--- src/rhp_pkg.sv ---
// ----------------------------------------------------------------------------
// RTP header parser package
// Shared types, field codes and sizing constants for the RTP header parser
// and its 16-bit audio sample extractor.
// ----------------------------------------------------------------------------
package rhp_pkg;

   localparam int unsigned MAX_PACKET_BYTES = 65535;
   localparam int unsigned POS_W = 16;
   localparam logic [POS_W-1:0] POS_LIMIT = POS_W'(MAX_PACKET_BYTES);

   localparam int unsigned FIXED_HDR = 12;
   localparam int unsigned XH_W = 7;
   localparam int unsigned HLEN_W = 19;

   localparam logic [6:0] PT_RESET = 7'd10;
   localparam logic [1:0] HDR_VERSION = 2'd2;

   localparam int unsigned QUEUE_AW = 2;
   localparam int unsigned QUEUE_DEPTH = 1 << QUEUE_AW;

   localparam logic KIND_SAMPLE = 1'b0;
   localparam logic KIND_REPORT = 1'b1;

   localparam logic [2:0] STATUS_OK = 3'd0;
   localparam logic [2:0] STATUS_BAD_FIXED = 3'd1;
   localparam logic [2:0] STATUS_SHORT_CSRC = 3'd2;
   localparam logic [2:0] STATUS_SHORT_EXT_HDR = 3'd3;
   localparam logic [2:0] STATUS_SHORT_EXT_DATA = 3'd4;

   typedef struct packed {
      logic [7:0] data_byte;
      logic       last_byte;
   } req_type;

   typedef struct packed {
      logic               kind;
      logic signed [15:0] sample;
      logic [2:0]         status;
      logic [6:0]         payload_type;
      logic               marker;
      logic [15:0]        sequence_res;
      logic [31:0]        timestamp;
      logic [15:0]        header_bytes;
      logic               last_result;
   } rsp_type;

   typedef struct packed {
      logic [1:0] count;
      rsp_type    first;
      rsp_type    second;
   } push_type;

endpackage

--- src/rhp_parse.sv ---
// ----------------------------------------------------------------------------
// RTP header parser: byte decoder
// Tracks the byte position within a packet, latches the header fields,
// pairs payload bytes into samples and builds the end of packet report.
// ----------------------------------------------------------------------------
module rhp_parse (
   input  logic             clock,
   input  logic             reset,
   input  logic             accept,
   input  rhp_pkg::req_type req_data,
   input  logic [6:0]       audio_pt,
   output rhp_pkg::push_type push
);

   logic [rhp_pkg::POS_W-1:0] pos_ff, pos_in;
   logic                      version_ok_ff, version_ok_in;
   logic [3:0]                csrc_ff, csrc_in;
   logic                      ext_flag_ff, ext_flag_in;
   logic [15:0]               ext_words_ff, ext_words_in;
   logic                      marker_ff, marker_in;
   logic [6:0]                pt_ff, pt_in;
   logic [15:0]               seq_ff, seq_in;
   logic [31:0]               ts_ff, ts_in;
   logic [7:0]                high_ff, high_in;
   logic                      phase_ff, phase_in;

   logic [rhp_pkg::XH_W-1:0]   xh_cur;
   logic [rhp_pkg::XH_W-1:0]   xh_new;
   logic [rhp_pkg::HLEN_W-1:0] hlen;
   logic [rhp_pkg::HLEN_W-1:0] pos_wide;
   logic [rhp_pkg::HLEN_W-1:0] size_wide;
   logic                       active;
   logic                       in_payload;
   logic                       emit_sample;
   logic [2:0]                 status;
   rhp_pkg::rsp_type           sample_rsp;
   rhp_pkg::rsp_type           report_rsp;
   logic [7:0]                 b;

   always_comb begin
      b = req_data.data_byte;
      pos_in = pos_ff;
      version_ok_in = version_ok_ff;
      csrc_in = csrc_ff;
      ext_flag_in = ext_flag_ff;
      ext_words_in = ext_words_ff;
      marker_in = marker_ff;
      pt_in = pt_ff;
      seq_in = seq_ff;
      ts_in = ts_ff;
      high_in = high_ff;
      phase_in = phase_ff;
      emit_sample = 1'b0;

      active = accept && (pos_ff != rhp_pkg::POS_LIMIT);
      xh_cur = rhp_pkg::XH_W'(rhp_pkg::FIXED_HDR) + {1'b0, csrc_ff, 2'b00};

      if (active) begin
         pos_in = pos_ff + 1'b1;
         if (pos_ff == 16'd0) begin
            version_ok_in = (b[7:6] == rhp_pkg::HDR_VERSION);
            ext_flag_in = b[4];
            csrc_in = b[3:0];
         end else if (pos_ff == 16'd1) begin
            marker_in = b[7];
            pt_in = b[6:0];
         end else if (pos_ff == 16'd2 || pos_ff == 16'd3) begin
            seq_in = {seq_ff[7:0], b};
         end else if (pos_ff >= 16'd4 && pos_ff <= 16'd7) begin
            ts_in = {ts_ff[23:0], b};
         end else if (ext_flag_ff && pos_ff == {9'd0, xh_cur} + 16'd2) begin
            ext_words_in = {b, 8'd0};
         end else if (ext_flag_ff && pos_ff == {9'd0, xh_cur} + 16'd3) begin
            ext_words_in = {ext_words_ff[15:8], b};
         end
      end

      xh_new = rhp_pkg::XH_W'(rhp_pkg::FIXED_HDR) + {1'b0, csrc_in, 2'b00};
      hlen = {12'd0, xh_new};
      if (ext_flag_in) begin
         hlen = hlen + 19'd4 + {1'b0, ext_words_in, 2'b00};
      end
      pos_wide = {3'd0, pos_ff};
      size_wide = {3'd0, pos_in};

      in_payload = active && version_ok_in && (pos_wide >= hlen) && (pt_in == audio_pt);
      if (in_payload) begin
         if (!phase_ff) begin
            high_in = b;
            phase_in = 1'b1;
         end else begin
            emit_sample = 1'b1;
            phase_in = 1'b0;
         end
      end

      if (size_wide < 19'(rhp_pkg::FIXED_HDR) || !version_ok_in) begin
         status = rhp_pkg::STATUS_BAD_FIXED;
      end else if (size_wide < {12'd0, xh_new}) begin
         status = rhp_pkg::STATUS_SHORT_CSRC;
      end else if (ext_flag_in && size_wide < {12'd0, xh_new} + 19'd4) begin
         status = rhp_pkg::STATUS_SHORT_EXT_HDR;
      end else if (ext_flag_in && size_wide < hlen) begin
         status = rhp_pkg::STATUS_SHORT_EXT_DATA;
      end else begin
         status = rhp_pkg::STATUS_OK;
      end

      sample_rsp = '0;
      sample_rsp.kind = rhp_pkg::KIND_SAMPLE;
      sample_rsp.sample = {high_ff, b};
      sample_rsp.last_result = !req_data.last_byte;

      report_rsp = '0;
      report_rsp.kind = rhp_pkg::KIND_REPORT;
      report_rsp.status = status;
      report_rsp.last_result = 1'b1;
      if (status != rhp_pkg::STATUS_BAD_FIXED) begin
         report_rsp.payload_type = pt_in;
         report_rsp.marker = marker_in;
         report_rsp.sequence_res = seq_in;
         report_rsp.timestamp = ts_in;
      end
      if (status == rhp_pkg::STATUS_OK) begin
         report_rsp.header_bytes = hlen[15:0];
      end

      push = '0;
      if (accept) begin
         if (emit_sample && req_data.last_byte) begin
            push.count = 2'd2;
            push.first = sample_rsp;
            push.second = report_rsp;
         end else if (emit_sample) begin
            push.count = 2'd1;
            push.first = sample_rsp;
         end else if (req_data.last_byte) begin
            push.count = 2'd1;
            push.first = report_rsp;
         end
      end

      if (accept && req_data.last_byte) begin
         pos_in = '0;
         version_ok_in = 1'b0;
         csrc_in = '0;
         ext_flag_in = 1'b0;
         ext_words_in = '0;
         marker_in = 1'b0;
         pt_in = '0;
         seq_in = '0;
         ts_in = '0;
         high_in = '0;
         phase_in = 1'b0;
      end
   end

   always_ff @(posedge clock) begin
      if (reset) begin
         pos_ff <= '0;
         version_ok_ff <= 1'b0;
         csrc_ff <= '0;
         ext_flag_ff <= 1'b0;
         ext_words_ff <= '0;
         marker_ff <= 1'b0;
         pt_ff <= '0;
         seq_ff <= '0;
         ts_ff <= '0;
         high_ff <= '0;
         phase_ff <= 1'b0;
      end else begin
         pos_ff <= pos_in;
         version_ok_ff <= version_ok_in;
         csrc_ff <= csrc_in;
         ext_flag_ff <= ext_flag_in;
         ext_words_ff <= ext_words_in;
         marker_ff <= marker_in;
         pt_ff <= pt_in;
         seq_ff <= seq_in;
         ts_ff <= ts_in;
         high_ff <= high_in;
         phase_ff <= phase_in;
      end
   end

endmodule

--- src/rhp_result_queue.sv ---
// ----------------------------------------------------------------------------
// RTP header parser: result queue
// Small register queue that takes up to two results per cycle and hands
// one result per transaction to the output channel.
// ----------------------------------------------------------------------------
module rhp_result_queue (
   input  logic              clock,
   input  logic              reset,
   input  rhp_pkg::push_type push,
   output logic              has_room,
   output logic              rsp_valid,
   input  logic              rsp_ready,
   output rhp_pkg::rsp_type  rsp_data
);

   rhp_pkg::rsp_type                mem_ff [rhp_pkg::QUEUE_DEPTH];
   logic [rhp_pkg::QUEUE_AW-1:0]    wr_ptr_ff, wr_ptr_in;
   logic [rhp_pkg::QUEUE_AW-1:0]    rd_ptr_ff, rd_ptr_in;
   logic [rhp_pkg::QUEUE_AW:0]      count_ff, count_in;
   logic                            pop;

   always_comb begin
      pop = rsp_valid && rsp_ready;
      wr_ptr_in = wr_ptr_ff + rhp_pkg::QUEUE_AW'(push.count);
      rd_ptr_in = rd_ptr_ff + rhp_pkg::QUEUE_AW'(pop);
      count_in = count_ff + (rhp_pkg::QUEUE_AW + 1)'(push.count)
                 - (rhp_pkg::QUEUE_AW + 1)'(pop);
   end

   assign rsp_valid = (count_ff != '0);
   assign rsp_data = mem_ff[rd_ptr_ff];
   assign has_room = (count_ff <= (rhp_pkg::QUEUE_AW + 1)'(rhp_pkg::QUEUE_DEPTH - 2));

   always_ff @(posedge clock) begin
      if (push.count != 2'd0) begin
         mem_ff[wr_ptr_ff] <= push.first;
      end
      if (push.count == 2'd2) begin
         mem_ff[wr_ptr_ff + 1'b1] <= push.second;
      end
   end

   always_ff @(posedge clock) begin
      if (reset) begin
         wr_ptr_ff <= '0;
         rd_ptr_ff <= '0;
         count_ff <= '0;
      end else begin
         wr_ptr_ff <= wr_ptr_in;
         rd_ptr_ff <= rd_ptr_in;
         count_ff <= count_in;
      end
   end

`ifndef NO_ASSERTIONS
   a_count_bound: assert property (@(posedge clock) disable iff (reset)
      count_ff <= (rhp_pkg::QUEUE_AW + 1)'(rhp_pkg::QUEUE_DEPTH))
      else $error("result queue count exceeds its depth");

   a_push_fits: assert property (@(posedge clock) disable iff (reset)
      (push.count != 2'd0) |-> has_room)
      else $error("results pushed without room in the queue");

   a_pop_only: assert property (@(posedge clock) disable iff (reset)
      (pop && push.count == 2'd0) |=> (count_ff == $past(count_ff) - 1'b1))
      else $error("queue count did not drop after a lone transaction");

   a_pair_order: assert property (@(posedge clock) disable iff (reset)
      (push.count == 2'd2) |-> (push.second.kind == rhp_pkg::KIND_REPORT
                                && push.first.kind == rhp_pkg::KIND_SAMPLE))
      else $error("a result pair is not a sample followed by a report");
`endif

endmodule

--- src/rtp_header_parse_audio_extract_top.sv ---
// ----------------------------------------------------------------------------
// RTP header parser with audio sample extraction
// Parses RTP packets one byte per transaction and emits 16-bit samples and
// an end of packet report.
//
//   Channel  Ports                          Content
//   req      req_valid/req_ready/req_data   one packet byte and last mark
//   rsp      rsp_valid/rsp_ready/rsp_data   sample or end of packet report
//   csr      csr_valid/csr_ready/csr_data   audio payload type register
//
// A byte is decoded in the cycle it is accepted, and its results sit in a
// four-entry register queue from the next cycle on. One byte per cycle is
// accepted while the queue has two free entries; a byte that gives both a
// sample and a report needs two output transactions. Reset is synchronous; it
// clears the packet state and the queue and sets the payload type to 10.
// A stall on rsp backs the queue up and then holds req_ready low.
// ----------------------------------------------------------------------------
module rtp_header_parse_audio_extract_top (
   input  logic             clock,
   input  logic             reset,
   input  logic             req_valid,
   output logic             req_ready,
   input  rhp_pkg::req_type req_data,
   output logic             rsp_valid,
   input  logic             rsp_ready,
   output rhp_pkg::rsp_type rsp_data,
   input  logic             csr_valid,
   output logic             csr_ready,
   input  logic [6:0]       csr_data
);

   logic [6:0]        pt_cfg_ff, pt_cfg_in;
   logic              has_room;
   logic              accept;
   rhp_pkg::push_type push;

   assign csr_ready = 1'b1;
   assign req_ready = has_room;
   assign accept = req_valid && req_ready;

   always_comb begin
      pt_cfg_in = pt_cfg_ff;
      if (csr_valid && csr_ready) begin
         pt_cfg_in = csr_data;
      end
   end

   always_ff @(posedge clock) begin
      if (reset) begin
         pt_cfg_ff <= rhp_pkg::PT_RESET;
      end else begin
         pt_cfg_ff <= pt_cfg_in;
      end
   end

   rhp_parse u_parse (
      .clock    (clock),
      .reset    (reset),
      .accept   (accept),
      .req_data (req_data),
      .audio_pt (pt_cfg_ff),
      .push     (push)
   );

   rhp_result_queue u_queue (
      .clock     (clock),
      .reset     (reset),
      .push      (push),
      .has_room  (has_room),
      .rsp_valid (rsp_valid),
      .rsp_ready (rsp_ready),
      .rsp_data  (rsp_data)
   );

endmodule
--- config.mk ---
export PLATFORM = sky130hd
export DESIGN_NAME = rtp_header_parse_audio_extract_top
export DESIGN_NICKNAME = d
export VERILOG_FILES = /design/src/rhp_pkg.sv /design/src/rhp_parse.sv /design/src/rhp_result_queue.sv /design/src/rtp_header_parse_audio_extract_top.sv
export SDC_FILE = /design/constraint.sdc
export NUM_CORES = 1
export LEC_CHECK = 0
export BUFFER_PORTS_ARGS = -buffer_cell sky130_fd_sc_hd__buf_2
export CAP_MARGIN = 20
export CORE_MARGIN = 2
export CORE_UTILIZATION = 50
export DETAILED_ROUTE_END_ITERATION = 10
export GPL_ROUTABILITY_DRIVEN = 0
export PLACE_DENSITY = 0.76
export SYNTH_ARGS = -nofsm -noshare
export SYNTH_HDL_FRONTEND = slang
export SYNTH_HIERARCHICAL = 1
export SYNTH_SLANG_ARGS = --single-unit
--- constraint.sdc ---
create_clock -name clock -period 17.45 [get_ports clock]
set_input_delay 3.49 -clock clock [delete_from_list [all_inputs] [get_ports clock]]
set_output_delay 3.49 -clock clock [all_outputs]
set_load 0.05 [all_outputs]
==> results of run 1 <==
==> cell type report <==
type	instances	area share, %
Multi-Input combinational cell	1295	41.0
Timing Repair Buffer	145	2.81
Inverter	37	0.487
Clock buffer	70	4.90
Clock inverter	18	0.395
Sequential cell	489	47.4
Tap cell	680	2.98
==> synthesized netlist by cell type (4+ instances only) <==
library cell / n
o22ai_1: 5
buf_6: 16
and2_1: 4
dfxtp_1: 117
xor2_1: 10
mux2_1: 90
or3_1: 4
nor4_1: 22
mux2_2: 289
nand4_1: 26
a21oi_1: 25
a211o_1: 4
o21a_1: 5
o311ai_0: 4
a2111oi_0: 4
nand3_1: 19
or2_2: 10
and3_1: 7
a21o_1: 7
clkbuf_1: 49
mux4_2: 93
o21bai_1: 4
nor3_1: 35
nand2_1: 53
buf_2: 29
ha_1: 54
nand3b_1: 6
inv_1: 36
edfxtp_1: 372
nand2b_1: 5
xnor2_1: 24
nor2b_1: 19
mux2i_1: 89
nor2_1: 264
buf_4: 50
a31oi_1: 5
o21ai_0: 29
==> worst max path at each step <==
stage	startpoint	end	slack (ps)	cells after the start
3_3_place_gp	req_valid	u_queue/mem_ff[2][83]	4360	32
3_5_place_dp	req_valid	u_queue/mem_ff[2][83]	4080	32
5_1_grt	req_valid	u_queue/mem_ff[2][39]	3880	32
6_report	req_valid	u_queue/mem_ff[2][84]	4490	32
2_1_floorplan	req_valid	u_queue/mem_ff[0][0]	620	32
4_1_cts	req_valid	u_queue/mem_ff[2][85]	4670	32
==> state kept, by name, summed over array words and instances, names as in the netlist <==
| name | count |
|---|---|
| u_queue/rd_ptr_ff | 2 |
| u_parse/version_ok_ff | 1 |
| u_parse/phase_ff | 1 |
| u_parse/csrc_ff | 4 |
| u_parse/ext_words_ff | 16 |
| u_parse/high_ff | 8 |
| u_parse/ext_flag_ff | 1 |
| u_parse/pos_ff | 16 |
| u_parse/marker_ff | 1 |
| pt_cfg_ff | 7 |
| u_parse/seq_ff | 16 |
| u_queue/wr_ptr_ff | 2 |
| u_parse/pt_ff | 7 |
| u_queue/mem_ff | 372 |
| u_queue/count_ff | 3 |
| u_parse/ts_ff | 32 |
==> through the flow <==
stage / setup slack (ps) / hold WS (ps) / instance area [sq um] / std cells
2_1_floorplan: 618 / 450 / 26200 / 1968
3_3_place_gp: 4360 / 462 / 27000 / 2646
3_5_place_dp: 4080 / 470 / 27000 / 2646
4_1_cts: 4670 / 479 / 28500 / 2734
5_1_grt: 3880 / 510 / 28500 / 2734
6_report: 4490 / 480 / 28500 / 2734
==> cell families (layout without fill, tap and decap cells) <==
logic type	count (synthesis)	after routing	synth area share (%)
other	2	21	0.0288
AND/OR/NAND/NOR	497	497	8.99
AO/OA/AOI/OAI	123	123	3.24
XOR/XNOR	37	37	1.41
flip-flops	489	489	51.8
adder cells (fa/ha/maj)	56	56	2.74
buffers and inverters	184	270	3.97
multiplexers	561	561	27.8
==> cell usage in the layout (no fill, tap or decap), types with 36 or more instances in the layout <==
| master | count |
|---|---|
| edfxtp_1 | 372 |
| mux2_2 | 289 |
| nor2_1 | 261 |
| buf_2 | 115 |
| dfxtp_1 | 115 |
| mux4_2 | 93 |
| mux2_1 | 90 |
| mux2i_1 | 89 |
| ha_1 | 54 |
| nand2_1 | 53 |
| clkbuf_16 | 50 |
| inv_1 | 36 |
==> power groups by stage <==
stage               combinational [W]  sequential, W  clock, W
floorplan                    0.000626        0.00133         0
global placement             0.000801        0.00134         0
detailed placement           0.000808        0.00134         0
CTS                          0.000811        0.00132   0.00102
global route                 0.000846        0.00132   0.00106
finish                       0.000806        0.00132   0.00100
==> metal layers <==
| metal | share of wire [%] | vias up | wire (microns) | track usage, % |
|---|---|---|---|---|
| met5 | 0.020 | - | 13 | 0 |
| met4 | 3.9 | 2 | 2560 | 10.7 |
| met3 | 6.2 | 140 | 4060 | 4.18 |
| met2 | 49 | 635 | 32200 | 41.0 |
| met1 | 41 | 8423 | 26700 | 31.2 |
| li1 | - | 7462 | - | - |
==> critical path, delay by kind of cell <==
| family | cells | cell delay [ps] |
|---|---|---|
| simple gates | 13 | 3790 |
| xor+xnor | 1 | 190 |
| compound gates | 8 | 2160 |
| fa+ha+maj | 4 | 1240 |
| buf+inv | 5 | 1890 |
| mux | 1 | 310 |
==> summary.txt, run 1 <==
Hold path
  • End of the worst hold path: u_parse/high_ff[2]
  • Worst hold stages: 2
  • Hold Startpoint: u_parse/high_ff[2]
  • Hold crit path type: flip-flop to flip-flop

Logic synthesis
  • Mapped Cells: 1949
  • Yosys reg bits: 489
  • Number of synthesized flops with an enable pin: 372
  • Post-synthesis sequential area ratio: 51.8%
  • Syn Area/Cell: 13.4 sq um
  • Library cells used by synthesis: 79
  • Async S/R FF share, synth: 0%
  • Synth top area share: 42.8%
  • Warnings from Yosys: 6
  • Synth area leader: edfxtp_1
  • Mapped cell area: 26100 sq um
  • Top cells by area, synth: edfxtp_1 (43%), mux2_2 (12%), dfxtp_1 (9.0%)
  • Ys flop type: edfxtp_1

Global routing
  • First-pass GRT wire length: 101000 microns
  • Total gr overflow: 0
  • Vias in the first global route: 17.3k
  • Initial antenna violation count: 2
  • All-Layer GR Usage: 24.4%
  • Largest net degree at the start of global routing: 90

Timing
  • Fin crit period: 12960 ps
  • Fin Setup TNS: 0 ps
  • Final Cycle Share: 74.3%
  • Slew Viols, Final: 0
  • Final hold viol count: 0
  • RSZ-0062 raised after global routing: false
  • Actual slew at the worst max-slew pin: 1100 ps
  • # setup viols final: 0
  • Achievable frequency: 0.0772 GHz
  • Slew Limit Headroom: 26.9%
  • Clock Skews: 17.5 ps

Placement
  • I/O Buffers: 115
  • DP HPWL: 40400 microns

Drt
  • Routed wire length: 65500 microns
  • Vias: 16.7k
  • Via density: 6.09
  • Drt pass-1 iters: 5
  • DRT iter0 DRCs: 1438
  • Final ANT Viol Nets: 0
  • Drt wl/cell: 24.0 microns
  • DRC errors left: 0

Worst setup path
  • Crit-path max cell delay: 810 ps
  • Register-to-Register Path Depth: 31
  • Worst Path Required: 17670 ps
  • Worst Setup Path Type: input port to flip-flop
  • Crit. End Element: flip-flop
  • R2r startpoint: u_parse/pos_ff[9]
  • Crit path DAT: 13180 ps
  • Startpoint Class: input port
  • Slowest cell on crit path: and4bb_4
  • FF-to-FF End: u_queue/mem_ff[2][84]
  • Critical path fanouts, max: 50
  • Reg-to-reg slack, setup: 6360 ps

Power and ir drop
  • Sequential Power Share: 42.2%
  • Peak supply drop: 59.0 uV
  • Clock power frac: 32.0%
  • Sw Ratio: 32.6%
  • Cell leakage power: 10.3 nW
  • Comb power frac: 25.8%
  • Switch Pwr: 0.00102 W
  • PD cells: 109 nW/um^2
  • Overall power: 0.00312 W
  • Pint: 0.00210 W

Cells and area
  • Fin nets: 2093
  • Multi-input gate area: 11700 sq um
  • Synthesis-to-finish area growth: 9.34%
  • Ant diodes: 0
  • Register area: 13500 sq um
  • Share of post-route cells with drive strength above 1: 30.8%
  • Fillers: 4117
  • Post-layout util: 55.5%

Clock tree
  • H-Tree Depth: 2
  • Clock sink count: 489
  • Num CTS Buffers: 48
  • Setup Buffers After CTS: 0
  • Worst-Skew Late Latency: 590 ps
  • CTS tree: built
  • Clk buf depth: 3
  • Clk pin slew, worst setup/hold paths: 60 ps
  • Post-CTS Hold Fix Bufs: 0
  • Clock Tree Root: clkbuf_16
  • Cts repair resizes: 0

Floorplanning
  • Die Y: 232 microns
  • Core area: 51400 sq um
  • I/O pins: 117
  • Site Rows: 83
  • Die area: 54000 sq um
  • Die Wd: 232 microns
  • Starting Density: 50.7%

Job
  • Maxcap violations: 0

Run status
  • Outcome: completed
Note: power is estimated with default switching activity, not from simulation.
==> run 2: changes to the inputs <==
--- a/config.mk
+++ b/config.mk
@@ -5,13 +5,14 @@
 export SDC_FILE = /design/constraint.sdc
 export NUM_CORES = 1
 export LEC_CHECK = 0
+export ABC_AREA = 1
 export BUFFER_PORTS_ARGS = -buffer_cell sky130_fd_sc_hd__buf_2
 export CAP_MARGIN = 20
 export CORE_MARGIN = 2
 export CORE_UTILIZATION = 50
 export DETAILED_ROUTE_END_ITERATION = 10
 export GPL_ROUTABILITY_DRIVEN = 0
-export PLACE_DENSITY = 0.76
+export PLACE_DENSITY = 0.75
 export SYNTH_ARGS = -nofsm -noshare
 export SYNTH_HDL_FRONTEND = slang
 export SYNTH_HIERARCHICAL = 1
==> constraint.sdc (replaced) <==
create_clock -name clock -period 10.89 [get_ports clock]
set_input_delay 2.178 -clock clock [delete_from_list [all_inputs] [get_ports clock]]
set_output_delay 2.178 -clock clock [all_outputs]
set_load 0.05 [all_outputs]
==> summary.txt, run 2 <==
Worst setup path
  • Crit. End Element: flip-flop (unchanged)
  • Worst Setup EP: u_queue/mem_ff[1][53] (was u_queue/mem_ff[2][84])
  • Worst Setup Path Type: input port to flip-flop (unchanged)
  • Top delay family on crit path: simple AND/OR/NAND/NOR gates (unchanged)
  • Slowest cell on crit path: o21ai_0 (was and4bb_4)
  • Startpoint Class: input port (unchanged)
  • Worst Path Required: 11170 ps (was 17670 ps)
  • Most frequent cell on the critical path: nand2_1
  • Reg-to-reg slack, setup: 1820 ps (was 6360 ps)
  • WP depth: 41 (was 32)
  • Crit path DAT: 10250 ps (was 13180 ps)
  • Register-to-Register Path Depth: 47 (was 31)
  • Crit-path max cell delay: 520 ps (was 810 ps)
  • Critical path buffer and inverter count: 8 (was 5)
  • FF-to-FF End: u_queue/mem_ff[1][53] (was u_queue/mem_ff[2][84])
  • R2r startpoint: u_parse/pos_ff[1] (was u_parse/pos_ff[9])
  • Crit path from: req_valid (unchanged)
  • Critical path fanouts, max: 55 (was 50)

Timing
  • Slew Limit Headroom: 27.4% (was 26.9%)
  • Fin Setup TNS: 0 ps (unchanged)
  • Final hold viol count: 0 (unchanged)
  • # setup viols final: 0 (unchanged)
  • Fin crit period: 9980 ps
  • Achievable frequency: 0.100 GHz
  • Final Cycle Share: 91.6%
  • Clock Skews: 36.7 ps (was 17.5 ps)
  • RSZ-0062 raised after global routing: false (unchanged)
  • Actual slew at the worst max-slew pin: 1090 ps (was 1100 ps)
  • Slew Viols, Final: 0 (unchanged)
  • Final WS setup: 915 ps (was 4490 ps)

Cells and area
  • Most frequent cells in the layout: nand2_1 (629), nor2_1 (566), edfxtp_1 (372), o21ai_0 (327), inv_1 (255) (was edfxtp_1 (372), mux2_2 (289), nor2_1 (261), buf_2 (115), dfxtp_1 (115))
  • Synthesis-to-finish area growth: 8.14% (was 9.34%)
  • Share of post-route cells with drive strength above 1: 12.4% (was 30.8%)
  • Fin nets: 3297 (was 2093)
  • Max FFs per register: 372 (unchanged)
  • Biggest regs: u_queue/mem_ff (372), u_parse/ts_ff (32) (unchanged)
  • Largest Register: u_queue/mem_ff (unchanged)
  • Most common cell after layout, fill and taps aside: nand2_1 (was edfxtp_1)

Drt
  • Drt pass-1 iters: 6 (was 5)
  • DRT iter0 DRCs: 1844 (was 1438)
  • Routed wire length: 68800 microns (was 65500 microns)
  • Vias: 21.6k (was 16.7k)
  • Final ANT Viol Nets: 0 (unchanged)
  • Drt wl/cell: 17.4 microns (was 24.0 microns)
  • Via density: 5.46 (was 6.09)
  • DRC errors left: 0 (unchanged)

Global routing
  • All-Layer GR Usage: 24.4% (about the same)
  • Vias in the first global route: 20.3k (was 17.3k)
  • Met3 Usage GRT: 3.78% (was 4.18%)
  • GR Util met2: 41.9% (was 41.0%)
  • Total gr overflow: 0 (unchanged)
  • First-pass GRT wire length: 109000 microns (was 101000 microns)
  • Busiest grt layer: met2 (unchanged)
  • Largest net degree at the start of global routing: 118 (was 90)
  • Met1 Use GR: 31.7% (was 31.2%)
  • Initial antenna violation count: 3 (was 2)

Clock tree
  • Setup Buffers After CTS: 0 (unchanged)
  • Clk buf depth: 3 (unchanged)
  • Clk pin slew, worst setup/hold paths: 60 ps (about the same)
  • CTS tree: built (unchanged)
  • Clock sink count: 489 (unchanged)
  • Cts repair resizes: 0 (unchanged)
  • Num CTS Buffers: 50 (was 48)
  • Clock Tree Root: clkbuf_16 (unchanged)
  • Worst-Skew Late Latency: 610 ps (was 590 ps)
  • Post-CTS Hold Fix Bufs: 0 (unchanged)
  • H-Tree Depth: 2 (unchanged)

Job
  • Maxcap violations: 0 (unchanged)

Logic synthesis
  • Warnings from Yosys: 6 (unchanged)
  • Most common cell in the netlist: nand2_1 (was edfxtp_1)
  • Mapped Cells: 3221 (was 1949)
  • Synth top area share: 41.5% (was 42.8%)
  • Post-synthesis sequential area ratio: 50.3% (was 51.8%)
  • Mapped cell area: 26900 sq um (was 26100 sq um)
  • Yosys reg bits: 489 (unchanged)
  • Number of synthesized flops with an enable pin: 372 (unchanged)
  • Async S/R FF share, synth: 0% (unchanged)
  • Ys flop type: edfxtp_1 (unchanged)
  • Top cells by area, synth: edfxtp_1 (42%), nand2_1 (8.8%), dfxtp_1 (8.7%) (was edfxtp_1 (43%), mux2_2 (12%), dfxtp_1 (9.0%))
  • Syn Area/Cell: 8.35 sq um (was 13.4 sq um)
  • Library cells used by synthesis: 48 (was 79)
  • Synth area leader: edfxtp_1 (unchanged)
  • Commonest cells in the netlist: nand2_1 (633), nor2_1 (566), edfxtp_1 (372) (was edfxtp_1 (372), mux2_2 (289), nor2_1 (264))

Floorplanning
  • Core area: 52900 sq um (was 51400 sq um)
  • Site Rows: 84 (was 83)
  • I/O pins: 117 (unchanged)
  • Die area: 55700 sq um (was 54000 sq um)
  • Die Wd: 236 microns (was 232 microns)
  • Die Y: 236 microns (was 232 microns)
  • Starting Density: 50.9% (was 50.7%)

Power and ir drop
  • PD cells: 189 nW/um^2 (was 109 nW/um^2)
  • Overall power: 0.00549 W (was 0.00312 W)
  • Cell leakage power: 10.6 nW (was 10.3 nW)
  • Peak supply drop: 129 uV (was 59.0 uV)

Placement
  • DP Worst Slack: 388 ps (was 4080 ps)
  • I/O Buffers: 115 (unchanged)
  • DP HPWL: 43600 microns (was 40400 microns)

Hold path
  • Hold crit path type: flip-flop to flip-flop (unchanged)
  • Worst hold stages: 2 (unchanged)

Run status
  • Outcome: completed (unchanged)
run 2: cell types whose count changed after synthesis, moves of 89 or more:
cell	change
o22ai_1	+89
mux2_1	-90
inv_1	+221
o21ai_1	+201
nor2_1	+302
mux2_2	-289
nand2_1	+580
o21ai_0	+298
mux4_2	-93
run 2: cell type report:
type	count	area [sq um]
Fill cell	4684	23800
Clock buffer	76	1430
Sequential cell	489	13500
Inverter	266	1000
Timing Repair Buffer	146	958
Antenna cell	1	2.50
Multi-Input combinational cell	2267	11200
Tap cell	688	861
Clock inverter	18	126
run 2: worst min-delay path: stages (launching register included):
cell,delay [ps]
dfxtp_1,300
nand2_1,70
a21oi_1,60
run 2: cells by family (layout without fill, tap and decap cells):
| group | after synthesis | count (layout) | share of synthesized area (%) |
|---|---|---|---|
| XOR/XNOR | 24 | 24 | 0.782 |
| buffers and inverters | 484 | 506 | 8.72 |
| adder cells (fa/ha/maj) | 56 | 56 | 2.66 |
| AND/OR/NAND/NOR | 1389 | 1389 | 21.2 |
| multiplexers | 8 | 8 | 0.298 |
| flip-flops | 489 | 489 | 50.3 |
| AO/OA/AOI/OAI | 769 | 769 | 16.1 |
| other | 2 | 22 | 0.0279 |
run 2: per-layer routing:
| metal | wire length [microns] | vias up |
|---|---|---|
| li1 | - | 10700 |
| met1 | 28900 | 9918 |
| met2 | 33100 | 798 |
| met3 | 4930 | 124 |
| met4 | 1880 | 4 |
| met5 | 26 | - |
run 2: report_power, final:
group / switching [W] / total [W] / internal, W
clock network: 0.000714 / 0.00164 / 0.000928
logic: 0.00133 / 0.00171 / 0.000387
registers: 0.0000555 / 0.00213 / 0.00207
total: 0.00210 / 0.00549 / 0.00339
run 2: worst min-delay path by stage:
stage                        startpoint                        to  slack [ps]
2_1_floorplan   u_parse/ext_words_ff[4]   u_parse/ext_words_ff[4]         440
3_5_place_dp          u_parse/ts_ff[28]         u_parse/ts_ff[28]         460
4_1_cts        u_parse/ext_words_ff[12]  u_parse/ext_words_ff[12]         470
6_report       u_parse/ext_words_ff[12]  u_parse/ext_words_ff[12]         470
5_1_grt               u_parse/ts_ff[25]         u_parse/ts_ff[25]         500
3_3_place_gp          u_parse/ts_ff[24]         u_parse/ts_ff[24]         450
run 2: metrics by stage:
stage	std cells	hold slack, ps	instance area (sq um)	util [%]
after floorplan	3240	438	27000	-
after global placement	3856	452	27500	52.1
after detailed placement	3856	463	27500	52.1
after CTS	3950	471	29100	55.0
after global routing	3950	501	29100	55.0
final	3951	471	29100	55.0
==> run 3: changes to the inputs <==
--- a/config.mk
+++ b/config.mk
@@ -12,8 +12,7 @@
 export CORE_UTILIZATION = 50
 export DETAILED_ROUTE_END_ITERATION = 10
 export GPL_ROUTABILITY_DRIVEN = 0
-export PLACE_DENSITY = 0.75
+export PLACE_DENSITY = 0.76
 export SYNTH_ARGS = -nofsm -noshare
 export SYNTH_HDL_FRONTEND = slang
-export SYNTH_HIERARCHICAL = 1
 export SYNTH_SLANG_ARGS = --single-unit
==> summary.txt, run 3 <==
Global routing
  • All-Layer GR Usage: 27.4% (was 24.4%)
  • First-pass GRT wire length: 104000 microns (was 109000 microns)
  • Largest net degree at the start of global routing: 94 (was 118)
  • Vias in the first global route: 19.4k (was 20.3k)
  • Total gr overflow: 0 (unchanged)
  • Initial antenna violation count: 1 (was 3)

Logic synthesis
  • Yosys reg bits: 481 (was 489)
  • Commonest cells in the netlist: nand2_1 (374), nor2_1 (368), a21oi_1 (331) (was nand2_1 (633), nor2_1 (566), edfxtp_1 (372))
  • Ys flop type: edfxtp_1 (unchanged)
  • Top cells by area, synth: edfxtp_1 (39%), dfxtp_1 (16%), a21oi_1 (7.1%) (was edfxtp_1 (42%), nand2_1 (8.8%), dfxtp_1 (8.7%))
  • Synth top area share: 38.8% (was 41.5%)
  • Syn Area/Cell: 8.81 sq um (was 8.35 sq um)
  • Warnings from Yosys: 0 (was 6)
  • Most common cell in the netlist: nand2_1 (unchanged)
  • Post-synthesis sequential area ratio: 54.5% (was 50.3%)
  • Async S/R FF share, synth: 0% (unchanged)
  • Mapped cell area: 23200 sq um (was 26900 sq um)
  • Number of synthesized flops with an enable pin: 300 (was 372)
  • Mapped Cells: 2634 (was 3221)
  • Synth area leader: edfxtp_1 (unchanged)
  • Library cells used by synthesis: 48 (unchanged)

Clock tree
  • Clock sink count: 481 (was 489)
  • Post-CTS Hold Fix Bufs: 0 (unchanged)
  • Worst-Skew Late Latency: 590 ps (was 610 ps)
  • H-Tree Depth: 2 (unchanged)
  • Clk buf depth: 3 (unchanged)
  • CTS tree: built (unchanged)
  • Num CTS Buffers: 49 (was 50)
  • Clk pin slew, worst setup/hold paths: 60 ps (about the same)
  • Clock Tree Root: clkbuf_16 (unchanged)

Floorplanning
  • I/O pins: 117 (unchanged)
  • Die area: 48100 sq um (was 55700 sq um)
  • Die Wd: 219 microns (was 236 microns)
  • Site Rows: 78 (was 84)
  • Die Y: 219 microns (was 236 microns)
  • Core area: 45600 sq um (was 52900 sq um)
  • Starting Density: 50.9% (about the same)

Worst setup path
  • Slowest cell on crit path: nand4_4 (was o21ai_0)
  • Crit. End Element: flip-flop (unchanged)
  • Crit path DAT: 10680 ps (was 10250 ps)
  • Critical path buffer and inverter count: 7 (was 8)
  • Critical path fanouts, max: 49 (was 55)
  • Most frequent cell on the critical path: nand2_1 (unchanged)
  • Worst Path Required: 11320 ps (was 11170 ps)
  • Worst Setup Path Type: input port to flip-flop (unchanged)
  • Top delay family on crit path: simple AND/OR/NAND/NOR gates (unchanged)
  • Crit-path max cell delay: 830 ps (was 520 ps)
  • Startpoint Class: input port (unchanged)

Timing
  • Achievable frequency: 0.0976 GHz (was 0.100 GHz)
  • Slew Viols, Final: 0 (unchanged)
  • Final hold viol count: 0 (unchanged)
  • Slew Limit Headroom: 23.5% (was 27.4%)
  • Clock Skews: 16.3 ps (was 36.7 ps)
  • Fin crit period: 10250 ps (was 9980 ps)
  • Final Cycle Share: 94.1% (was 91.6%)
  • Final WS setup: 641 ps (was 915 ps)
  • # setup viols final: 0 (unchanged)
  • RSZ-0062 raised after global routing: true (was false)
  • Actual slew at the worst max-slew pin: 1150 ps (was 1090 ps)
  • Fin Setup TNS: 0 ps (unchanged)

Power and ir drop
  • Overall power: 0.00595 W (was 0.00549 W)
  • Switch Pwr: 0.00243 W (was 0.00210 W)
  • Peak supply drop: 261 uV (was 129 uV)
  • Sequential Power Share: 34.4% (was 38.8%)
  • Comb power frac: 35.8% (was 31.3%)
  • PD cells: 230 nW/um^2 (was 189 nW/um^2)
  • Pint: 0.00352 W (was 0.00339 W)
  • Clock power frac: 29.8% (was 29.9%)
  • Cell leakage power: 9.11 nW (was 10.6 nW)
  • Sw Ratio: 40.9% (was 38.2%)

Drt
  • Via density: 6.09 (was 5.46)
  • Final ANT Viol Nets: 0 (unchanged)
  • Drt wl/cell: 20.5 microns (was 17.4 microns)
  • Vias: 20.0k (was 21.6k)
  • DRT iter0 DRCs: 2743 (was 1844)
  • Routed wire length: 67500 microns (was 68800 microns)
  • Drt pass-1 iters: 8 (was 6)
  • DRC errors left: 0 (unchanged)

Placement
  • Dpl cell area: 24100 sq um (was 27500 sq um)
  • DP HPWL: 38600 microns (was 43600 microns)
  • DP Worst Slack: 128 ps (was 388 ps)
  • I/O Buffers: 113 (was 115)

Cells and area
  • Ant diodes: 0 (was 1)
  • Largest Register: u_queue.mem_ff (was u_queue/mem_ff)
  • Max FFs per register: 364 (was 372)
  • Most frequent cells in the layout: nor2_1 (368), nand2_1 (368), a21oi_1 (331), edfxtp_1 (300), o21ai_0 (273) (was nand2_1 (629), nor2_1 (566), edfxtp_1 (372), o21ai_0 (327), inv_1 (255))
  • Register area: 12600 sq um (was 13500 sq um)
  • Synthesis-to-finish area growth: 11.3% (was 8.14%)
  • Biggest regs: u_queue.mem_ff (364), u_parse.ts_ff (32) (was u_queue/mem_ff (372), u_parse/ts_ff (32))
  • Share of post-route cells with drive strength above 1: 11.1% (was 12.4%)
  • Fillers: 3879 (was 4684)
  • Multi-input gate area: 9080 sq um (was 11200 sq um)
  • Design Area, Final: 25800 sq um (was 29100 sq um)
  • Fin nets: 2733 (was 3297)

Job
  • Maxcap violations: 0 (unchanged)

Run status
  • Outcome: completed (unchanged)

Hold path
  • Hold crit path type: flip-flop to flip-flop (unchanged)
-- run 3: cell count changes in the layout (fill, tap and decap cells not counted), moves of 11 or more --
cell | previous run | this run
o21ai_0 | 327 | 273
clkbuf_1 | 18 | 7
edfxtp_1 | 372 | 300
inv_1 | 255 | 184
dfxtp_1 | 115 | 179
o21ai_2 | 81 | 2
or2_2 | 58 | 20
conb_1 | 21 | 5
o21ai_1 | 201 | 8
a21oi_1 | 49 | 331
nor2_1 | 566 | 368
buf_4 | 19 | 33
nand2_1 | 629 | 368
nand4_1 | 22 | 79
-- run 3: cells by family (layout without fill, tap and decap cells) --
| logic type | count (synthesis) | count (layout) | share of synthesized area, % |
|---|---|---|---|
| AOI/OAI and AO/OA | 725 | 725 | 16.4 |
| xor gates and xnor gates | 23 | 23 | 0.868 |
| adders and majority gates | 57 | 57 | 3.14 |
| buffers and inverters | 385 | 440 | 6.69 |
| DFF | 481 | 481 | 54.5 |
| muxes | 16 | 16 | 0.690 |
| other | 2 | 5 | 0.0324 |
| and+or+nand+nor | 945 | 946 | 17.8 |
-- run 3: metrics by stage --
stage               hold WS [ps]  std cells  util (%)
detailed placement           435       3198      52.8
global route                 466       3293      56.7
CTS                          450       3287      56.5
floorplan                    421       2637         -
finish                       446       3293      56.7
global placement             433       3197      52.8
-- run 3: layer usage --
| layer | global-route usage (%) | part of all wire (%) | up-vias |
|---|---|---|---|
| met1 | 34.6 | 38 | 9545 |
| met2 | 45.8 | 48 | 1194 |
| met4 | 12.6 | 4.1 | 2 |
| met3 | 4.84 | 10 | 192 |
| li1 | - | - | 9112 |
| met5 | 0 | 0.019 | - |
-- run 3: final cells by class --
class / count / share of cell area [%]
clock buffer: 61 / 5.12
clock inverter: 28 / 1.35
inverter: 199 / 2.93
multi-input combinational: 1772 / 35.2
sequential: 481 / 48.9
tap: 600 / 2.91
timing repair buffer: 152 / 3.61
-- run 3: what timing repair did --
item	4_1_cts	5_1_grt
resized for setup	0	2
buffers inserted	0	5
setup endpoints to repair	0	39
-- run 3: power groups by stage --
stage / Clock (W) / Combinational (W) / Sequential, W
floorplan: 0 / 0.00156 / 0.00206
global placement: 0 / 0.00206 / 0.00208
detailed placement: 0 / 0.00210 / 0.00208
CTS: 0.00178 / 0.00211 / 0.00204
global route: 0.00185 / 0.00226 / 0.00205
finish: 0.00177 / 0.00213 / 0.00205
-- run 3: worst paths after layout --
path	from	endpoint	slack, ps	cells past startpoint
setup reg to reg	u_parse.pos_ff[7]	u_queue.mem_ff[2][16]	1540	39
hold reg to reg	u_queue.mem_ff[2][76]	u_queue.mem_ff[2][76]	450	2
setup / recovery	req_valid	u_queue.mem_ff[2][16]	640	40
hold / removal	u_queue.mem_ff[2][76]	u_queue.mem_ff[2][76]	450	2
-- run 3: worst reg2reg max path: cells and delay by family, from the launching register on --
kind,cells,cell delay [ps]
buffers and inverters,5,1020
xor gates and xnor gates,2,540
DFF,1,590
adders and majority gates,4,1220
AOI/OAI and AO/OA,10,2450
and+or+nand+nor,18,3370
